### src/hw/rtl/lvr_pkg.sv
// Shared types, constants and helper functions for the linear value ramp.
`default_nettype none

package lvr_pkg;

  // Widths of the held value and of the tick counters.
  localparam int VALUE_BITS = 32;
  localparam int TIME_BITS  = 16;

  // Fixed widths of the port fields.
  localparam int AMT_BITS = 16;
  localparam int TGT_BITS = 32;
  localparam int OUT_BITS = 32;

  // Derived widths for the interpolation unit.
  localparam int MAG_BITS  = VALUE_BITS + 1;
  localparam int PROD_BITS = MAG_BITS + TIME_BITS;
  localparam int CNT_BITS  = $clog2(MAG_BITS + 1);
  localparam int CMP_BITS  = (TIME_BITS > AMT_BITS) ? TIME_BITS : AMT_BITS;

  typedef logic signed [VALUE_BITS-1:0] value_t;
  typedef logic [TIME_BITS-1:0]         time_t;

  // Status of the interpolation unit as seen by the sequencer.
  typedef struct packed {
    logic done;
  } interp_stat_t;

  // Item kinds.
  localparam logic [1:0] KIND_ADVANCE = 2'd0;
  localparam logic [1:0] KIND_SET     = 2'd1;
  localparam logic [1:0] KIND_INTR    = 2'd2;
  localparam logic [1:0] KIND_SKIP    = 2'd3;

  // End event codes.
  localparam logic [1:0] EV_NONE = 2'd0;
  localparam logic [1:0] EV_DONE = 2'd1;
  localparam logic [1:0] EV_INTR = 2'd2;
  localparam logic [1:0] EV_SKIP = 2'd3;

  // Saturates an incoming target to the signed range of the held value.
  function automatic value_t sat_value(input logic signed [TGT_BITS-1:0] t);
    logic signed [63:0] t64;
    logic signed [63:0] vmax;
    logic signed [63:0] vmin;
    t64  = 64'(t);
    vmax = (64'sd1 <<< (VALUE_BITS - 1)) - 64'sd1;
    vmin = -vmax - 64'sd1;
    if (t64 > vmax) begin
      t64 = vmax;
    end else if (t64 < vmin) begin
      t64 = vmin;
    end
    return t64[VALUE_BITS-1:0];
  endfunction

  // Saturates an incoming duration to the tick counter range.
  function automatic time_t sat_time(input logic [AMT_BITS-1:0] d);
    logic [63:0] d64;
    logic [63:0] tmax;
    d64  = 64'(d);
    tmax = (64'd1 << TIME_BITS) - 64'd1;
    if (d64 > tmax) begin
      d64 = tmax;
    end
    return d64[TIME_BITS-1:0];
  endfunction

  // Sign-extends or truncates the held value to the output field.
  function automatic logic [OUT_BITS-1:0] to_out(input value_t v);
    logic signed [63:0] v64;
    v64 = 64'(v);
    return v64[OUT_BITS-1:0];
  endfunction

endpackage

`default_nettype wire

### src/hw/rtl/linear_value_ramp_top.sv
// Top level of the linear value ramp: item sequencer, ramp state and result register.
//
//  Channel | Handshake          | Payload
//  --------+--------------------+----------------------------------------------------
//  in      | in_valid/in_ready  | kind, tick_amount, new_target, new_duration, want_notify
//  out     | out_valid/out_ready| current_value, busy_res, end_event, acted
//
// An item that needs no interpolation passes through the execute, evaluate and finish
// states to its result. One that needs it also waits on the interpolation unit, which
// produces one quotient bit per cycle.
// At most one interpolation is done per item.
// Reset is synchronous and returns the ramp to idle with its start and target values at zero.
// A waiting result holds in the output register; the next item is still accepted
// and its result is held back until the register is free.
`default_nettype none

module linear_value_ramp_top (
  input  logic                        clk,
  input  logic                        rst,
  input  logic                        in_valid,
  output logic                        in_ready,
  input  logic [1:0]                  kind,
  input  logic [lvr_pkg::AMT_BITS-1:0] tick_amount,
  input  logic signed [lvr_pkg::TGT_BITS-1:0] new_target,
  input  logic [lvr_pkg::AMT_BITS-1:0] new_duration,
  input  logic                        want_notify,
  output logic                        out_valid,
  input  logic                        out_ready,
  output logic signed [lvr_pkg::OUT_BITS-1:0] current_value,
  output logic                        busy_res,
  output logic [1:0]                  end_event,
  output logic                        acted
);
  import lvr_pkg::*;

  localparam logic [2:0] S_IDLE = 3'd0;
  localparam logic [2:0] S_EXEC = 3'd1;
  localparam logic [2:0] S_PRE  = 3'd2;
  localparam logic [2:0] S_EVAL = 3'd3;
  localparam logic [2:0] S_POST = 3'd4;
  localparam logic [2:0] S_FIN  = 3'd5;

  logic [2:0] state;
  logic [2:0] state_next;

  // Captured item.
  logic [1:0]          kind_q;
  logic [AMT_BITS-1:0] amount_q;
  value_t              tgt_q;
  time_t               dur_q;
  logic                want_q;

  // Ramp state.
  value_t start_value, start_value_next;
  value_t target_value, target_value_next;
  time_t  ramp_length, ramp_length_next;
  time_t  ticks_done, ticks_done_next;
  logic   notify_armed, notify_armed_next;

  // Per-item results.
  logic [1:0] ev_q, ev_next;
  logic       act_q, act_next;
  value_t     res_value, res_value_next;

  logic         iv_go;
  interp_stat_t iv_stat;
  value_t       iv_value;
  value_t       cur;
  time_t        remaining;
  logic         out_load;

  lvr_interp u_interp (
    .clk          (clk),
    .rst          (rst),
    .go           (iv_go),
    .start_value  (start_value),
    .target_value (target_value),
    .ticks        (ticks_done),
    .length       (ramp_length),
    .stat         (iv_stat),
    .value        (iv_value)
  );

  assign in_ready  = (state == S_IDLE);
  assign remaining = ramp_length - ticks_done;
  assign cur       = (state == S_PRE) ? iv_value : start_value;
  assign out_load  = (state == S_FIN) && (!out_valid || out_ready);

  // Item sequencing and state update.
  always_comb begin
    state_next        = state;
    start_value_next  = start_value;
    target_value_next = target_value;
    ramp_length_next  = ramp_length;
    ticks_done_next   = ticks_done;
    notify_armed_next = notify_armed;
    ev_next           = ev_q;
    act_next          = act_q;
    res_value_next    = res_value;
    iv_go             = 1'b0;
    unique case (state)
      S_IDLE: begin
        if (in_valid) state_next = S_EXEC;
      end
      S_EXEC: begin
        ev_next  = EV_NONE;
        act_next = 1'b0;
        if ((kind_q == KIND_SET || kind_q == KIND_INTR) && ramp_length != '0) begin
          // A running ramp must be frozen at its current value first.
          iv_go      = 1'b1;
          state_next = S_PRE;
        end else begin
          unique case (kind_q)
            KIND_ADVANCE: begin
              if (ramp_length != '0 && amount_q != '0) begin
                if (CMP_BITS'(amount_q) >= CMP_BITS'(remaining)) begin
                  start_value_next  = target_value;
                  ramp_length_next  = '0;
                  ticks_done_next   = '0;
                  notify_armed_next = 1'b0;
                  if (notify_armed) ev_next = EV_DONE;
                end else begin
                  ticks_done_next = TIME_BITS'(CMP_BITS'(ticks_done) + CMP_BITS'(amount_q));
                end
              end
            end
            KIND_SET: begin
              // Idle, so the held value is the start value.
              if (dur_q == '0 || cur == tgt_q) begin
                start_value_next  = tgt_q;
                target_value_next = tgt_q;
              end else begin
                target_value_next = tgt_q;
                ramp_length_next  = dur_q;
                ticks_done_next   = '0;
                notify_armed_next = want_q;
                act_next          = 1'b1;
              end
            end
            KIND_INTR: begin
              // Interrupt while idle changes nothing.
            end
            KIND_SKIP: begin
              if (ramp_length != '0) begin
                start_value_next  = target_value;
                ramp_length_next  = '0;
                ticks_done_next   = '0;
                notify_armed_next = 1'b0;
                act_next          = 1'b1;
                if (notify_armed) ev_next = EV_SKIP;
              end
            end
            default: begin
            end
          endcase
          state_next = S_EVAL;
        end
      end
      S_PRE: begin
        if (iv_stat.done) begin
          // Freeze the ramp at the interpolated value.
          start_value_next  = cur;
          target_value_next = cur;
          ramp_length_next  = '0;
          ticks_done_next   = '0;
          notify_armed_next = 1'b0;
          if (notify_armed) ev_next = EV_INTR;
          if (kind_q == KIND_INTR) begin
            act_next = 1'b1;
          end else if (dur_q == '0 || cur == tgt_q) begin
            start_value_next  = tgt_q;
            target_value_next = tgt_q;
          end else begin
            target_value_next = tgt_q;
            ramp_length_next  = dur_q;
            notify_armed_next = want_q;
            act_next          = 1'b1;
          end
          state_next = S_EVAL;
        end
      end
      S_EVAL: begin
        // Interpolate only when ticks have elapsed on a running ramp.
        if (ramp_length != '0 && ticks_done != '0) begin
          iv_go      = 1'b1;
          state_next = S_POST;
        end else begin
          res_value_next = (ramp_length != '0) ? start_value : target_value;
          state_next     = S_FIN;
        end
      end
      S_POST: begin
        if (iv_stat.done) begin
          res_value_next = iv_value;
          state_next     = S_FIN;
        end
      end
      S_FIN: begin
        if (out_load) state_next = S_IDLE;
      end
      default: state_next = S_IDLE;
    endcase
  end

  // Control and ramp state registers.
  always_ff @(posedge clk) begin
    if (rst) begin
      state        <= S_IDLE;
      out_valid    <= 1'b0;
      start_value  <= '0;
      target_value <= '0;
      ramp_length  <= '0;
      ticks_done   <= '0;
      notify_armed <= 1'b0;
    end else begin
      state        <= state_next;
      start_value  <= start_value_next;
      target_value <= target_value_next;
      ramp_length  <= ramp_length_next;
      ticks_done   <= ticks_done_next;
      notify_armed <= notify_armed_next;
      if (out_load) begin
        out_valid <= 1'b1;
      end else if (out_ready) begin
        out_valid <= 1'b0;
      end
    end
  end

  // Item capture, working results and the output payload.
  always_ff @(posedge clk) begin
    ev_q      <= ev_next;
    act_q     <= act_next;
    res_value <= res_value_next;
    if (in_valid && in_ready) begin
      kind_q   <= kind;
      amount_q <= tick_amount;
      tgt_q    <= sat_value(new_target);
      dur_q    <= sat_time(new_duration);
      want_q   <= want_notify;
    end
    if (out_load) begin
      current_value <= to_out(res_value);
      busy_res      <= (ramp_length != '0);
      end_event     <= ev_q;
      acted         <= act_q;
    end
  end

endmodule

`default_nettype wire

### src/hw/rtl/lvr_interp.sv
// Shared interpolation unit: one multiply, then a bit-serial restoring divide.
`default_nettype none

module lvr_interp (
  input  logic                 clk,
  input  logic                 rst,
  input  logic                 go,
  input  lvr_pkg::value_t      start_value,
  input  lvr_pkg::value_t      target_value,
  input  lvr_pkg::time_t       ticks,
  input  lvr_pkg::time_t       length,
  output lvr_pkg::interp_stat_t stat,
  output lvr_pkg::value_t      value
);
  import lvr_pkg::*;

  localparam logic [1:0] I_IDLE = 2'd0;
  localparam logic [1:0] I_MUL  = 2'd1;
  localparam logic [1:0] I_DIV  = 2'd2;
  localparam logic [1:0] I_FIN  = 2'd3;

  logic [1:0]          state;
  logic                done;
  logic                neg;
  logic [MAG_BITS-1:0] mag;
  logic [MAG_BITS-1:0] quo;
  logic [MAG_BITS-1:0] base;
  time_t               e;
  time_t               d;
  time_t               rem;
  logic [CNT_BITS-1:0] cnt;

  logic signed [MAG_BITS-1:0] diff;
  logic [MAG_BITS-1:0]        abs_diff;
  logic [PROD_BITS-1:0]       prod;
  logic [TIME_BITS:0]         part;
  logic [TIME_BITS:0]         trial;
  logic                       take;
  logic [MAG_BITS-1:0]        res;

  // Sign and magnitude of the span between start and target.
  assign diff     = MAG_BITS'(target_value) - MAG_BITS'(start_value);
  assign abs_diff = diff[MAG_BITS-1] ? MAG_BITS'(-diff) : MAG_BITS'(diff);

  // The span scaled by the elapsed ticks.
  assign prod = PROD_BITS'(mag) * PROD_BITS'(e);

  // One restoring divide step: bring down the next dividend bit and try the divisor.
  assign part  = {rem, quo[MAG_BITS-1]};
  assign trial = part - {1'b0, d};
  assign take  = (part >= {1'b0, d});

  // Apply the quotient to the start value in the direction of the target.
  assign res = neg ? (base - quo) : (base + quo);

  // Sequencer for the unit.
  always_ff @(posedge clk) begin
    if (rst) begin
      state <= I_IDLE;
      done  <= 1'b0;
    end else begin
      done <= 1'b0;
      unique case (state)
        I_IDLE: if (go) state <= I_MUL;
        I_MUL:  state <= I_DIV;
        I_DIV:  if (cnt == CNT_BITS'(1)) state <= I_FIN;
        I_FIN: begin
          state <= I_IDLE;
          done  <= 1'b1;
        end
        default: state <= I_IDLE;
      endcase
    end
  end

  // Operand and working registers.
  always_ff @(posedge clk) begin
    unique case (state)
      I_IDLE: begin
        if (go) begin
          neg  <= diff[MAG_BITS-1];
          mag  <= abs_diff;
          base <= MAG_BITS'(start_value);
          e    <= ticks;
          d    <= length;
        end
      end
      I_MUL: begin
        // The elapsed ticks stay below the length, so the quotient fits MAG_BITS.
        rem <= prod[PROD_BITS-1:MAG_BITS];
        quo <= prod[MAG_BITS-1:0];
        cnt <= CNT_BITS'(MAG_BITS);
      end
      I_DIV: begin
        rem <= take ? trial[TIME_BITS-1:0] : part[TIME_BITS-1:0];
        quo <= {quo[MAG_BITS-2:0], take};
        cnt <= cnt - CNT_BITS'(1);
      end
      I_FIN: begin
        value <= res[VALUE_BITS-1:0];
      end
      default: begin
      end
    endcase
  end

  assign stat.done = done;

endmodule

`default_nettype wire

### config.mk
export PLATFORM = sky130hd
export DESIGN_NAME = linear_value_ramp_top
export DESIGN_NICKNAME = d
export VERILOG_FILES = /design/src/hw/rtl/lvr_pkg.sv /design/src/hw/rtl/linear_value_ramp_top.sv /design/src/hw/rtl/lvr_interp.sv
export SDC_FILE = /design/constraint.sdc
export NUM_CORES = 2
export LEC_CHECK = 0
export BUFFER_PORTS_ARGS = -buffer_cell sky130_fd_sc_hd__buf_2
export CORE_ASPECT_RATIO = 2
export CORE_MARGIN = 1.5
export CORE_UTILIZATION = 61
export DETAILED_ROUTE_END_ITERATION = 10
export GPL_ROUTABILITY_DRIVEN = 0
export GPL_TIMING_DRIVEN = 1
export PLACE_DENSITY = 0.78
export SLEW_MARGIN = 30
export SYNTH_ARGS = -nofsm -noshare
export SYNTH_HDL_FRONTEND = slang
export SYNTH_SLANG_ARGS = --single-unit
### constraint.sdc
create_clock -name clk -period 8.55 [get_ports clk]
set_input_delay 0.855 -clock clk [delete_from_list [all_inputs] [get_ports clk]]
set_output_delay 0.855 -clock clk [all_outputs]
set_load 0.01 [all_outputs]
==> flow_metrics.tcl <==
set metrics [dict create \
    status "finished, final reports clean" \
    worstMarginPinSlew_ns 1.05 \
    die_area_sq_um 68000 \
    first_global_vias 32700 \
    relSlewSlack_pct 30.2 \
    nFillCells 5171 \
    antenna_found_initial 0 \
    setup_violations 0 \
    cp_data_arrival_time_ns 8.32 \
    ir_drop_uv 231 \
    period_minus_slack_ns 7.88 \
    startpoint "u_interp.e[8]" \
    first_pass_iters 7 \
    synth_xor_area_share_pct 4.80 \
    worst-path-max-fanout 20 \
    drt_iter0_drc 1890 \
    yosysUniqueCellTypes 81 \
    final_antenna_net_count 0 \
    slew_viol_final 0 \
    num_vias 30600 \
    htreeDepth 2 \
    dieWidth_um 185 \
    ys_warn_count 0 \
    clock-root-buffer "clkbuf_16" \
    yosysMostFrequentCell "inv_1" \
    whs_ns 0.420 \
    ioPinCount 109 \
    syn_area_per_cell_sq_um 9.69 \
    grt_pass1_wl_um 170000 \
    io_buffers 108 \
    yosys.area.top_type "edfxtp_1" \
    async_flop_share_pct 0 \
    clk_pin_slew_ns 0.08 \
    syn2layout_area_growth_pct 6.38 \
    fp-row-count 133 \
    skew_ns 0.0316 \
    cts_repair_resize_count 0 \
    cts_setup_buffers 0 \
    synth-compound-area-share_pct 11.7 \
    synth_top_area_share_pct 24.0 \
    synth_area_sq_um 40500 \
    finalCritPeriodShare_pct 92.2 \
    hp-class "register to register" \
    grt.total_usage_pct 32.3 \
    die_h_um 367 \
    core_sq_um 65700 \
    ys_top_cells_by_count "608 x inv_1, 485 x nand2_1, 437 x fa_1, 323 x edfxtp_1, 258 x ha_1" \
    vias_per_cell 6.04 \
    synth_ff_type "edfxtp_1" \
    synth.ff_latch_count 427 \
    leakage_nw 18.3 \
    drive_above_1_share_pct 7.25 \
    cts_tree "built" \
    netlist_instances 4179 \
    insertion_delay_ns 0.58 \
    overflow 0 \
    rsz0062_at_grt "no" \
    seq_area_frac_synth_pct 29.1 \
    hold_viol_final 0 \
    cts.sinks 427 \
    tns_ns 0 \
    synth_edf_count 323 \
    yosys-top-cells-area "edfxtp_1 24%, fa_1 22%, ha_1 8.0%" \
    start_kind "register" \
    endpoint_kind "register" \
    antenna_cells 0 \
    cts_max_path_buffers 3 \
    grt_start_max_net_pins 75 \
    drc 0 \
    start_util_pct 61.6 \
    synth.area.mux_share_pct 2.84 \
    synth_top_family_by_area "adder cells" \
    ctsHoldBuffers 0 \
    critical_path_class "register to register" \
    drt_wl_total_um 105000 \
    synth_nets 4945 \
    power_density_nw_per_um2 270 \
    fmax_mhz 127 \
    required_ns 8.98 \
    rr_startpoint "u_interp.e[8]" \
    layout.nets 4931 \
    maxCapViolations 0 \
    synthSimpleGateAreaFrac_pct 14.3 \
    post_drt_wl_per_cell_um 20.8 \
    numCtsBuffers 34 \
    hpwl_um 81400 \
    synthAdderAreaFrac_pct 29.6 \
    min_from "res_value[10]" \
]
[layer usage]
metal  up-vias  global-route usage, %  part of all wire [%]
li1      13800                      -                     -
met1     15100                   35.9                    34
met2      1265                   58.2                    53
met3       432                   2.77                   5.2
met4         0                   21.6                   7.7
met5         -                      0                     0
[report_power, final]
part	internal [mW]	total (mW)	leakage [nW]	switching, mW
sequential	2.77	2.98	3.83	0.218
combinational	2.78	6.88	13.9	4.10
clock	0.968	1.77	0.597	0.798
[path summary, 6_finish.rpt]
kind,slack (ns),cells after the start,to
setup / recovery,0.67,23,u_interp.rem[14]
hold / removal,0.42,0,current_value[10]
setup reg to reg,0.67,23,u_interp.rem[14]
hold reg to reg,0.42,0,current_value[10]
[cell type report]
type                    instances  area, sq um  share of cell area [%]
multi-input cells            2932        25700                    59.6
clock buffers                  44          970                    2.25
flip-flops and latches        427        11800                    27.4
inverters                     608         2280                    5.30
well taps                     877         1100                    2.55
repair buffers                162          997                    2.32
clock inverters                18          255                   0.593
[worst max-delay path: stages (launching register included)]
cell and delay [ns]:
edfxtp_1 1.01, nand2_1 0.17, fa_1 0.55, inv_1 0.05, fa_1 0.53, fa_1 0.45, fa_1 0.54, fa_1 0.55
inv_1 0.06, fa_1 0.54, inv_1 0.05, ha_1 0.39, nand3_1 0.20, or2_2 0.41, a211oi_1 0.19, a31oi_1 0.06
buf_4 0.18, a2111oi_0 0.62, buf_4 0.24, nand3b_1 0.13, and2_1 0.24, a21oi_1 0.13, o41a_1 0.37, nand3_1 0.09
[stage by stage]
step / cell area, sq um / util (%) / setup slack, ns / instances / total power [mW]
after CTS: 43000 / 65.5 / 0.747 / 5066 / 11.6
after global routing: 43100 / 65.5 / 0.359 / 5068 / 12.5
after floorplan: 40500 / - / 2.08 / 4179 / 8.39
final: 43100 / 65.5 / 0.668 / 5068 / 11.6
after detailed placement: 41800 / 63.6 / 0.761 / 5004 / 9.72
after global placement: 41800 / 63.5 / 0.834 / 5002 / 9.60
[cell usage in the layout (no fill, tap or decap), types with 108 or more instances in the layout]
| master | count |
|---|---|
| a21oi_1 | 154 |
| and2_1 | 228 |
| buf_2 | 108 |
| edfxtp_1 | 323 |
| fa_1 | 437 |
| ha_1 | 256 |
| inv_1 | 608 |
| nand2_1 | 485 |
| nor2_1 | 173 |
| o21ai_0 | 153 |
| xnor2_1 | 160 |
[sequential cells by signal, summed over array words and instances, names as in the netlist, 2 cells and up]
register,count
u_interp.mag,33
u_interp.quo,33
current_value,32
res_value,32
start_value,32
target_value,32
tgt_q,32
u_interp.base,32
u_interp.value,32
amount_q,16
dur_q,16
ramp_length,16
ticks_done,16
u_interp.d,16
u_interp.e,16
u_interp.rem,16
u_interp.cnt,6
state,3
end_event,2
ev_q,2
kind_q,2
u_interp.state,2
[logic make-up (layout without fill, tap and decap cells)]
group,after synthesis,after routing
flops,427,427
simple gates,1196,1196
mux,114,114
fa+ha+maj,695,695
compound gates,705,705
xor+xnor,222,222
buf+inv,820,832
No activity file was read; power rests on OpenSTA's default activity.
